===== src/rtl/stt_pkg.sv =====
// Package for the source text tokenizer: result type, pending-token codes, kinds and classifiers.
`timescale 1ns / 1ps

package stt_pkg;

    localparam int DEF_POSITION_BITS    = 16;
    localparam int DEF_MAX_TOKEN_LENGTH = 255;

    // Token kind codes as seen on the result channel.
    localparam logic [4:0] KIND_EOF     = 5'd0;
    localparam logic [4:0] KIND_KEYWORD = 5'd1;
    localparam logic [4:0] KIND_IDENT   = 5'd2;
    localparam logic [4:0] KIND_NUMBER  = 5'd3;
    localparam logic [4:0] KIND_LPAREN  = 5'd4;
    localparam logic [4:0] KIND_RPAREN  = 5'd5;
    localparam logic [4:0] KIND_LBRACE  = 5'd6;
    localparam logic [4:0] KIND_RBRACE  = 5'd7;
    localparam logic [4:0] KIND_COMMA   = 5'd8;
    localparam logic [4:0] KIND_COLON   = 5'd9;
    localparam logic [4:0] KIND_ASSIGN  = 5'd10;
    localparam logic [4:0] KIND_PLUS    = 5'd11;
    localparam logic [4:0] KIND_MINUS   = 5'd12;
    localparam logic [4:0] KIND_STAR    = 5'd13;
    localparam logic [4:0] KIND_SLASH   = 5'd14;
    localparam logic [4:0] KIND_PERCENT = 5'd15;
    localparam logic [4:0] KIND_DOT     = 5'd16;
    localparam logic [4:0] KIND_ARROW   = 5'd17;
    localparam logic [4:0] KIND_EQEQ    = 5'd18;

    localparam logic [1:0] KW_NONE   = 2'd0;
    localparam logic [1:0] KW_FN     = 2'd1;
    localparam logic [1:0] KW_RETURN = 2'd2;

    localparam logic [7:0] CHAR_NUL        = 8'h00;
    localparam logic [7:0] CHAR_UNDERSCORE = 8'h5F;
    localparam logic [7:0] CHAR_DOT        = 8'h2E;
    localparam logic [7:0] CHAR_GT         = 8'h3E;
    localparam logic [7:0] CHAR_MINUS      = 8'h2D;
    localparam logic [7:0] CHAR_EQUAL      = 8'h3D;
    localparam logic [7:0] CHAR_F          = 8'h66;
    localparam logic [7:0] CHAR_N          = 8'h6E;

    typedef enum logic [2:0] {
        PK_NONE,
        PK_IDENT,
        PK_NUMBER,
        PK_MINUS,
        PK_EQUAL
    } pend_t;

    typedef struct packed {
        logic [4:0]  kind;
        logic [15:0] offset;
        logic [7:0]  length;
        logic [1:0]  which;
        logic        last;
    } token_t;

    function automatic logic is_letter(input logic [7:0] c);
        return (c >= 8'h61 && c <= 8'h7A) || (c >= 8'h41 && c <= 8'h5A);
    endfunction

    function automatic logic is_numeral(input logic [7:0] c);
        return c >= 8'h30 && c <= 8'h39;
    endfunction

    // Character of "return" at a given index; index is below six.
    function automatic logic [7:0] return_char(input logic [2:0] idx);
        case (idx)
            3'd0:    return 8'h72;
            3'd1:    return 8'h65;
            3'd2:    return 8'h74;
            3'd3:    return 8'h75;
            3'd4:    return 8'h72;
            3'd5:    return 8'h6E;
            default: return 8'h00;
        endcase
    endfunction

    // Kind of a single-character token, or KIND_EOF when the byte is not one.
    function automatic logic [4:0] single_kind(input logic [7:0] c);
        case (c)
            8'h28:   return KIND_LPAREN;
            8'h29:   return KIND_RPAREN;
            8'h7B:   return KIND_LBRACE;
            8'h7D:   return KIND_RBRACE;
            8'h2C:   return KIND_COMMA;
            8'h3A:   return KIND_COLON;
            8'h2B:   return KIND_PLUS;
            8'h2A:   return KIND_STAR;
            8'h2F:   return KIND_SLASH;
            8'h25:   return KIND_PERCENT;
            8'h2E:   return KIND_DOT;
            default: return KIND_EOF;
        endcase
    endfunction

endpackage


===== src/rtl/source_text_tokenizer_core.sv =====
// Top level of the source text tokenizer: byte classification, token state and result queue.
`timescale 1ns / 1ps

// Takes one text byte per cycle, while the result queue has room, and emits tokens
// (kind, start offset, length, keyword flag). Each accepted byte yields zero, one or two
// tokens; m_tlast marks the last token of a byte. The result side delivers one token per
// cycle from a four-entry queue, and the input accepts a byte whenever that queue holds at
// most two tokens, so a stream sustains one byte per cycle while the consumer keeps up; a
// byte that closes one token and is itself a token or the end of text yields two tokens.
// A zero byte ends the text, emits any pending token and an EOF token, and returns all
// state to reset. Tokens enter the result queue at the edge that accepts their byte.
module source_text_tokenizer_core #(
    parameter int POSITION_BITS    = stt_pkg::DEF_POSITION_BITS,
    parameter int MAX_TOKEN_LENGTH = stt_pkg::DEF_MAX_TOKEN_LENGTH
) (
    input  logic        aclk,
    input  logic        aresetn,
    input  logic        s_tvalid,
    output logic        s_tready,
    input  logic [7:0]  s_tdata,   // [7:0] text_byte
    output logic        m_tvalid,
    input  logic        m_tready,
    output logic [31:0] m_tdata,   // [4:0] token_kind, [20:5] token_offset,
                                   // [28:21] token_length, [30:29] keyword_which, [31] zero
    output logic        m_tlast    // last_of_run
);

    localparam int CW    = $clog2(MAX_TOKEN_LENGTH + 1);
    localparam int LW    = (CW > 8) ? CW : 8;
    localparam int DEPTH = 4;
    localparam int AW    = $clog2(DEPTH);
    localparam int QW    = $clog2(DEPTH + 1);

    logic [POSITION_BITS-1:0] pos_reg, pos_next;
    logic [POSITION_BITS-1:0] start_reg, start_next;
    logic [CW-1:0]            cnt_reg, cnt_next;
    stt_pkg::pend_t           pend_reg, pend_next;
    logic                     dot_reg, dot_next;
    logic                     fn_reg, fn_next;
    logic                     ret_reg, ret_next;

    stt_pkg::token_t          queue_reg [DEPTH];
    logic [AW-1:0]            wr_ptr_reg, rd_ptr_reg;
    logic [QW-1:0]            count_reg;

    logic                     accept, pop;
    logic [7:0]               c;
    logic [15:0]              pos_off, start_off;
    logic [LW-1:0]            cnt_wide;
    logic [7:0]               cnt_len;
    logic                     fn_hit, ret_hit;
    stt_pkg::token_t          flush_tok, tok_a, tok_b, first_tok;
    logic                     tok_a_v, tok_b_v;
    logic [1:0]               push_n;
    logic                     done;
    logic [4:0]               single;

    assign accept = s_tvalid && s_tready;
    assign pop    = m_tvalid && m_tready;
    assign c      = s_tdata;

    generate
        if (POSITION_BITS >= 16) begin : g_off_wide
            assign pos_off   = pos_reg[15:0];
            assign start_off = start_reg[15:0];
        end else begin : g_off_narrow
            assign pos_off   = {{(16-POSITION_BITS){1'b0}}, pos_reg};
            assign start_off = {{(16-POSITION_BITS){1'b0}}, start_reg};
        end
    endgenerate

    assign cnt_wide = LW'(cnt_reg);
    assign cnt_len  = (cnt_wide > LW'(255)) ? 8'hFF : cnt_wide[7:0];

    assign fn_hit  = (cnt_reg == CW'(0) && c == stt_pkg::CHAR_F) ||
                     (cnt_reg == CW'(1) && c == stt_pkg::CHAR_N);
    assign ret_hit = (cnt_reg < CW'(6)) && (c == stt_pkg::return_char(cnt_reg[2:0]));
    assign single  = stt_pkg::single_kind(c);

    // Token that the pending state closes when the next byte does not extend it.
    always_comb begin
        flush_tok        = '0;
        flush_tok.offset = start_off;
        case (pend_reg)
            stt_pkg::PK_IDENT: begin
                flush_tok.length = cnt_len;
                if (fn_reg && cnt_reg == CW'(2)) begin
                    flush_tok.kind  = stt_pkg::KIND_KEYWORD;
                    flush_tok.which = stt_pkg::KW_FN;
                end else if (ret_reg && cnt_reg == CW'(6)) begin
                    flush_tok.kind  = stt_pkg::KIND_KEYWORD;
                    flush_tok.which = stt_pkg::KW_RETURN;
                end else begin
                    flush_tok.kind  = stt_pkg::KIND_IDENT;
                end
            end
            stt_pkg::PK_NUMBER: begin
                flush_tok.kind   = stt_pkg::KIND_NUMBER;
                flush_tok.length = cnt_len;
            end
            stt_pkg::PK_MINUS: begin
                flush_tok.kind   = stt_pkg::KIND_MINUS;
                flush_tok.length = 8'd1;
            end
            stt_pkg::PK_EQUAL: begin
                flush_tok.kind   = stt_pkg::KIND_ASSIGN;
                flush_tok.length = 8'd1;
            end
            default: ;
        endcase
    end

    always_comb begin
        pend_next  = pend_reg;
        start_next = start_reg;
        cnt_next   = cnt_reg;
        dot_next   = dot_reg;
        fn_next    = fn_reg;
        ret_next   = ret_reg;
        pos_next   = pos_reg;
        tok_a      = '0;
        tok_b      = '0;
        tok_a_v    = 1'b0;
        tok_b_v    = 1'b0;
        done       = 1'b0;

        if (accept) begin
            pos_next = (&pos_reg) ? pos_reg : pos_reg + POSITION_BITS'(1);

            case (pend_reg)
                stt_pkg::PK_IDENT: begin
                    if (stt_pkg::is_letter(c) || stt_pkg::is_numeral(c) ||
                        c == stt_pkg::CHAR_UNDERSCORE) begin
                        done = 1'b1;
                        if (cnt_reg >= CW'(MAX_TOKEN_LENGTH)) begin
                            // A saturated identifier can no longer be a keyword.
                            fn_next  = 1'b0;
                            ret_next = 1'b0;
                        end else begin
                            if (!fn_hit) begin
                                fn_next = 1'b0;
                            end
                            if (!ret_hit) begin
                                ret_next = 1'b0;
                            end
                            cnt_next = cnt_reg + CW'(1);
                        end
                    end else begin
                        tok_a_v   = 1'b1;
                        tok_a     = flush_tok;
                        pend_next = stt_pkg::PK_NONE;
                    end
                end
                stt_pkg::PK_NUMBER: begin
                    if (stt_pkg::is_numeral(c) || (c == stt_pkg::CHAR_DOT && !dot_reg)) begin
                        done = 1'b1;
                        if (c == stt_pkg::CHAR_DOT) begin
                            dot_next = 1'b1;
                        end
                        if (cnt_reg < CW'(MAX_TOKEN_LENGTH)) begin
                            cnt_next = cnt_reg + CW'(1);
                        end
                    end else begin
                        tok_a_v   = 1'b1;
                        tok_a     = flush_tok;
                        pend_next = stt_pkg::PK_NONE;
                    end
                end
                stt_pkg::PK_MINUS, stt_pkg::PK_EQUAL: begin
                    tok_a_v   = 1'b1;
                    pend_next = stt_pkg::PK_NONE;
                    if (pend_reg == stt_pkg::PK_MINUS && c == stt_pkg::CHAR_GT) begin
                        done         = 1'b1;
                        tok_a.kind   = stt_pkg::KIND_ARROW;
                        tok_a.offset = start_off;
                        tok_a.length = 8'd2;
                    end else if (pend_reg == stt_pkg::PK_EQUAL && c == stt_pkg::CHAR_EQUAL) begin
                        done         = 1'b1;
                        tok_a.kind   = stt_pkg::KIND_EQEQ;
                        tok_a.offset = start_off;
                        tok_a.length = 8'd2;
                    end else begin
                        tok_a = flush_tok;
                    end
                end
                default: ;
            endcase

            if (!done) begin
                if (c == stt_pkg::CHAR_NUL) begin
                    tok_b_v      = 1'b1;
                    tok_b.kind   = stt_pkg::KIND_EOF;
                    tok_b.offset = pos_off;
                    pend_next    = stt_pkg::PK_NONE;
                    start_next   = '0;
                    cnt_next     = '0;
                    dot_next     = 1'b0;
                    fn_next      = 1'b0;
                    ret_next     = 1'b0;
                    pos_next     = '0;
                end else if (single != stt_pkg::KIND_EOF) begin
                    tok_b_v      = 1'b1;
                    tok_b.kind   = single;
                    tok_b.offset = pos_off;
                    tok_b.length = 8'd1;
                end else if (c == stt_pkg::CHAR_MINUS || c == stt_pkg::CHAR_EQUAL) begin
                    pend_next  = (c == stt_pkg::CHAR_MINUS) ? stt_pkg::PK_MINUS
                                                            : stt_pkg::PK_EQUAL;
                    start_next = pos_reg;
                end else if (stt_pkg::is_letter(c)) begin
                    pend_next  = stt_pkg::PK_IDENT;
                    start_next = pos_reg;
                    cnt_next   = CW'(1);
                    fn_next    = (c == stt_pkg::CHAR_F);
                    ret_next   = (c == stt_pkg::return_char(3'd0));
                end else if (stt_pkg::is_numeral(c)) begin
                    pend_next  = stt_pkg::PK_NUMBER;
                    start_next = pos_reg;
                    cnt_next   = CW'(1);
                    dot_next   = 1'b0;
                end
            end

            if (tok_b_v) begin
                tok_b.last = 1'b1;
            end else begin
                tok_a.last = 1'b1;
            end
        end
    end

    assign push_n    = {1'b0, tok_a_v} + {1'b0, tok_b_v};
    assign first_tok = tok_a_v ? tok_a : tok_b;

    always_ff @(posedge aclk) begin
        if (!aresetn) begin
            pend_reg  <= stt_pkg::PK_NONE;
            pos_reg   <= '0;
            start_reg <= '0;
            cnt_reg   <= '0;
            dot_reg   <= 1'b0;
            fn_reg    <= 1'b0;
            ret_reg   <= 1'b0;
        end else begin
            pend_reg  <= pend_next;
            pos_reg   <= pos_next;
            start_reg <= start_next;
            cnt_reg   <= cnt_next;
            dot_reg   <= dot_next;
            fn_reg    <= fn_next;
            ret_reg   <= ret_next;
        end
    end

    // Result queue control; a byte is taken only while two entries are free.
    always_ff @(posedge aclk) begin
        if (!aresetn) begin
            wr_ptr_reg <= '0;
            rd_ptr_reg <= '0;
            count_reg  <= '0;
        end else begin
            wr_ptr_reg <= wr_ptr_reg + AW'(push_n);
            if (pop) begin
                rd_ptr_reg <= rd_ptr_reg + AW'(1);
            end
            count_reg <= count_reg + QW'(push_n) - QW'(pop);
        end
    end

    always_ff @(posedge aclk) begin
        if (push_n != 2'd0) begin
            queue_reg[wr_ptr_reg] <= first_tok;
        end
        if (push_n == 2'd2) begin
            queue_reg[wr_ptr_reg + AW'(1)] <= tok_b;
        end
    end

    assign s_tready = (count_reg <= QW'(DEPTH - 2));
    assign m_tvalid = (count_reg != '0);
    assign m_tdata  = {1'b0, queue_reg[rd_ptr_reg].which, queue_reg[rd_ptr_reg].length,
                       queue_reg[rd_ptr_reg].offset, queue_reg[rd_ptr_reg].kind};
    assign m_tlast  = queue_reg[rd_ptr_reg].last;

`ifndef ASSERT_OFF
    a_queue_bound: assert property (@(posedge aclk) disable iff (!aresetn)
        count_reg <= QW'(DEPTH))
        else $error("result queue holds more entries than it has");

    a_eof_clears: assert property (@(posedge aclk) disable iff (!aresetn)
        (accept && s_tdata == stt_pkg::CHAR_NUL) |=>
            (pend_reg == stt_pkg::PK_NONE && pos_reg == '0))
        else $error("end of text did not return the tokenizer to reset state");

    a_pending_count: assert property (@(posedge aclk) disable iff (!aresetn)
        (pend_reg == stt_pkg::PK_IDENT || pend_reg == stt_pkg::PK_NUMBER) |->
            (cnt_reg != '0))
        else $error("pending identifier or number has no bytes");

    a_push_room: assert property (@(posedge aclk) disable iff (!aresetn)
        (push_n != 2'd0) |-> (count_reg + QW'(push_n) <= QW'(DEPTH)))
        else $error("tokens pushed into a full result queue");
`endif

endmodule


===== config.mk =====
export PLATFORM = sky130hd
export DESIGN_NAME = source_text_tokenizer_core
export DESIGN_NICKNAME = d
export VERILOG_FILES = /design/src/rtl/stt_pkg.sv /design/src/rtl/source_text_tokenizer_core.sv
export SDC_FILE = /design/constraint.sdc
export NUM_CORES = 1
export LEC_CHECK = 0
export BUFFER_PORTS_ARGS = -buffer_cell sky130_fd_sc_hd__clkbuf_2
export CORE_AREA = 2 2 148 179
export DETAILED_ROUTE_END_ITERATION = 8
export DIE_AREA = 0 0 150 181
export GPL_TIMING_DRIVEN = 0
export PLACE_DENSITY = 0.59
export SYNTH_ARGS = -nofsm -noshare
export SYNTH_HDL_FRONTEND = slang
export SYNTH_SLANG_ARGS = --single-unit
export TNS_END_PERCENT = 5

===== constraint.sdc =====
create_clock -name aclk -period 4.3 [get_ports aclk]
set_input_delay 0.43 -clock aclk [delete_from_list [all_inputs] [get_ports aclk]]
set_output_delay 0.43 -clock aclk [all_outputs]
set_load 0.01 [all_outputs]

; Word level (Yosys, flattened, before mapping)
; Memories as Yosys holds them, arrays and structs flattened. A register that Yosys moved wholly into a read port is not among the register bits.
; Cells that the tools add are included.
[classes]
addsub = 8
magnitude_cmp = 11
n_eq_ne = 33
n_mux = 104
n_bitwise = 1
n_reduce_logical = 32
[ops]
columns = op, n
row1 = $mux 29, 5
row2 = $mux 16, 8
row3 = $mux 32, 4
row4 = $eq 8x6->1 const B, 12
row5 = $mux 8, 12
row6 = $pmux 32 s3, 1
row7 = $pmux 5 s11, 1
row8 = $eq 8x7->1 const B, 6
row9 = $mux 1, 47
row10 = $pmux 7 s5, 1
row11 = $mux 3, 11
row12 = $pmux 8 s2, 2
row13 = $mux 21, 1
row14 = $pmux 5 s4, 1
row15 = $add 16x1->16 const B, 1
row16 = $ge 8x7->1 const B, 2
row17 = $le 8x7->1 const B, 2
row18 = $logic_not 8->1, 2
row19 = $reduce_and 16->1, 1
row20 = $logic_and 1x1->1, 13
row21 = $eq 3x2->1 const B, 4
row22 = $mux 2, 6
row23 = $eq 3x3->1 const B, 3
row24 = $pmux 3 s3, 1
row25 = other kinds (32), 42
[totals]
regBits = 53
ram_bits = 128
word_cells = 200
n_memories = 1
[mem_list]
columns = name, depth, word_bits, read_ports, rd_ports_with_merged_regs, write_ports, line_no
row1 = queue_reg, 4, 32, 1, 1, 2, source_text_tokenizer_core.sv:42  ; stt_pkg::token_t queue_reg [DEPTH];

; Depth between registers and ports, before layout
[logic_depth]
ltp_word = 15
ltp_mapped = 18

; Worst setup path after synthesis
; Ideal clock, no wire load.
[synth_path]
kind = input-to-reg
from = in s_tdata[7]
to = mem queue_reg[1][0] (netlist bit), enable pin
setup_ns = 0.363
arrival_time_ns = 3.586
required_ns = 3.937
setup_slack_ns = 0.351
path_stages = 14
cell_sequence = buf_2 -> or4b_4 -> or4_1 -> o211ai_2 -> nor3_2 -> a21boi_4 -> buf_2 -> inv_1 -> ha_1 -> nor2_1 -> and2_1 -> clkbuf_1 -> nor2_1 -> inv_1
[synth_rtl]
columns = element, line_no
row1 = start: declaration, source_text_tokenizer_core.sv:20  ; input logic [7:0] s_tdata,
row2 = end: declaration, source_text_tokenizer_core.sv:42

==> key figures <==
STA
  – Worst Hold Margin: approximately 450 ps
  – Final worst path period share: 0.973
  – Max Slew Vio Count: 0
  – Fmax: about 240 MHz
  – Finish-stage setup viols: 0
  – Final Hold Vio Count: 0
  – Max_slew headroom: 0.287
  – Setup TNS: 0 ps
  – Tmin final: around 4200 ps
  – Slew at the pin with the worst max-slew slack: roughly 1100 ps
  – Fin Clk Skew: 11.3 ps
  – RSZ-0062 raised after global routing: yes

Clock network
  – Total CTS buffers: 17
  – Longest Clk Path Bufs: 2
  – H-tree depth: 4
  – Clock Latency Late Sink: 440 ps
  – CTS sink cnt: roughly 180
  – Clk root buf: clkbuf_16
  – CTS tree: done
  – Clock transition at the registers of the reported paths: around 70 ps

Critical path
  – R2R Path Start: pend_reg[2]
  – CP max FO: 12
  – Critical-path cell list: clkbuf_2, or3b_2, or4_1, o211ai_2, nor3_4, a21boi_4, buf_2, inv_1, ha_2, and3b_1, clkbuf_1, nor2_4, clkinvlp_4
  – Worst Path Required: 4370 ps
  – Worst path top cell family by delay: simple AND/OR/NAND/NOR gates
  – Buf+Inv Stages, Crit Path: 5
  – FF-to-FF path depth: 13
  – Worst Setup Start Kind: flop
  – CP endpoint kind: flop
  – R2r setup slk: 120 ps
  – Worst setup path class: flop to flop
  – Worst EP arrival: roughly 4300 ps
  – CP max-delay cell: or3b_2
  – Terminus of the critical flop-to-flop path: queue_reg[3][18]
  – CP max stage delay: 500 ps

Route
  – DRT Wirelength: 29,700 um
  – Drt wl/cell: approximately 22 um
  – Post-route DRC violation count: 0
  – Routed via count: 8,323
  – DRT Pass-1 Iters: 6
  – Via density: 6.20
  – Post-route ant nets: 0
  – DRT iter0 DRCs: 943

Yosys
  – Mapped Area: ~0.010 mm^2
  – Ys async rst share: 0
  – Post-synth EDFFs: between 90 and 100
  – Ys flop type: edfxtp_1
  – Synth Register Bits: around 180
  – Area fraction of the dominant cell type after synthesis: 0.277
  – Synth unique cells: 90
  – Yosys warns: 0
  – Largest area contributor in the netlist: edfxtp_1
  – Syn avg cell area: between 10 and 15 um^2
  – Synth area leaders: edfxtp_1, dfxtp_1, a32o_1
  – Synth Net Count: 954
  – Sequential-to-total area share from yosys stat: 0.459
  – Mapped Cells: about 930

Floorplanning
  – Die area: around 0.027 mm^2
  – Site Rows: 64
  – IO Count: between 40 and 50
  – Core Region: 0.0253 mm^2
  – Width of the chip: 150 um
  – Initial core utilization: 0.394
  – Die height: between 150 and 200 um

Min path
  – Min-delay worst type: flop to flop
  – Worst hold start: queue_reg[3][1]
  – Hold Crit Endpoint: queue_reg[3][1]
  – Hold depth: 2

Placed design
  – Post-DP HPWL: 20,500 um
  – IO buf count: 43
  – Final Wtd Congestion: 0.903
  – Area post-placement: 0.0106 mm^2

Final layout
  – Final nets: a little over 1,000
  – Most frequent cells in the layout: edfxtp_1, dfxtp_1, a32o_1
  – Diodes inserted: 0
  – Max FFs per register: around 130
  – Design Area, Final: about 0.011 mm^2
  – Layout cells sized above 1: 0.196
  – Area grow syn2layout: 13.5%
  – Commonest non-fill, non-tap cell in the layout: edfxtp_1

Power and ir drop
  – Lkg Pwr: roughly 3.8 nW
  – Power per cell area: ~370 mW/mm^2
  – Post-route total power: between 0.004 and 0.005 W
  – Max VDD drop: slightly below 0.2 mV

Global route
  – Number of global-route vias before repair: between 8,000 and 9,000
  – Initial antenna violation count: 0
  – Total GRT Usage: 0.221
  – Grt total ovfl: 0
  – Global-route wire length before repair: about 46,000 um
  – Largest net degree at the start of global routing: 17

Status
  – Outcome: finished clean

Flow run
  – # Max-Cap Violations: 0
## how the worst max path moves through the flow
stage,startpoint,endpoint,cells after the start
after global placement,s_tdata[1],queue_reg[1][16],15
after CTS,pend_reg[2],queue_reg[1][18],14
after floorplan,s_tdata[7],queue_reg[1][0],14
after global routing,pend_reg[2],queue_reg[3][18],13
after detailed placement,s_tdata[2],queue_reg[0][19],13
final,pend_reg[2],queue_reg[3][18],13
## worst reg2reg max path: stages, from the launching register on
cell and delay [ps]:
dfxtp_1 310, clkbuf_2 190, or3b_2 500, or4_1 480, o211ai_2 180, nor3_4 110
a21boi_4 170, buf_2 230, inv_1 90, ha_2 230, and3b_1 190, clkbuf_1 210
nor2_4 420, clkinvlp_4 490
## timing repair
item                       4_1_cts  5_1_grt
setup endpoints to repair      137      156
hold buffers                     0        0
setup buffers                    2        4
resized for setup               21       10
gates cloned                     4        0
pin swaps                        1        3
## per-layer routing
| metal | vias to the layer above | global-route usage | wire, um |
|---|---|---|---|
| met4 | 0 | 0.0842 | 850 |
| met5 | - | 0 | 0 |
| met3 | 62 | 0.0338 | 1800 |
| li1 | 3785 | - | - |
| met1 | 4112 | 0.294 | 12800 |
| met2 | 364 | 0.361 | 14200 |
## cell usage after synthesis (5+ instances only)
master / count
a21oi_1: 39
a22o_1: 5
a31oi_1: 7
a32o_1: 77
and2_1: 25
and3_1: 9
buf_1: 7
buf_2: 21
buf_4: 6
buf_6: 6
clkbuf_1: 43
dfxtp_1: 91
edfxtp_1: 92
ha_1: 13
inv_1: 25
mux2i_1: 19
mux4_2: 32
nand2_1: 72
nand2b_1: 7
nand3_1: 24
nand3b_1: 7
nand4_1: 11
nor2_1: 58
nor2b_1: 5
nor3_1: 16
nor3b_1: 6
nor4_1: 8
o21ai_0: 31
o21ai_1: 9
o22ai_1: 14
o2bb2ai_1: 6
o31ai_1: 5
o32ai_1: 6
or3_1: 8
xnor2_1: 11
xor2_1: 6
## cell type report
| cell class | count | area [um^2] |
|---|---|---|
| Buffer | 82 | 407 |
| Clock buffer | 20 | 447 |
| Clock inverter | 12 | 100 |
| Fill cell | 2427 | 14000 |
| Inverter | 27 | 119 |
| Multi-Input combinational cell | 635 | 4960 |
| Sequential cell | 183 | 4580 |
| Tap cell | 330 | 413 |
| Timing Repair Buffer | 50 | 268 |
| Timing Repair inverter | 4 | 30.0 |
## metrics by stage
step / worst slack, ps / utilization / cells
after detailed placement: -1080 / 0.420 / 1302
after floorplan: 351 / - / 928
after global placement: -1660 / 0.419 / 1301
after global routing: -85.9 / 0.448 / 1343
final: 118 / 0.448 / 1343
after CTS: 3.54 / 0.446 / 1340
## logic make-up (layout without fill, tap and decap cells)
kind of cell             after synthesis  in the layout  share of synthesized area
AND/OR/NAND/NOR                      290            290                      0.157
AO/OA/AOI/OAI                        261            261                      0.206
flip-flops                           183            183                      0.459
buffers and inverters                110            195                     0.0510
multiplexers                          52             52                     0.0924
XOR/XNOR                              17             17                     0.0149
adder cells (fa/ha/maj)               14             14                     0.0183
other                                  1              1                   0.000376
## where the power goes
group	switching [W]	internal [W]	leakage, nW
clock	0.000664	0.000811	0.273
sequential	0.0000289	0.00186	1.55
combinational	0.000501	0.000349	2.00
total	0.00119	0.00302	3.82
Power figures use the tool's default switching activity.
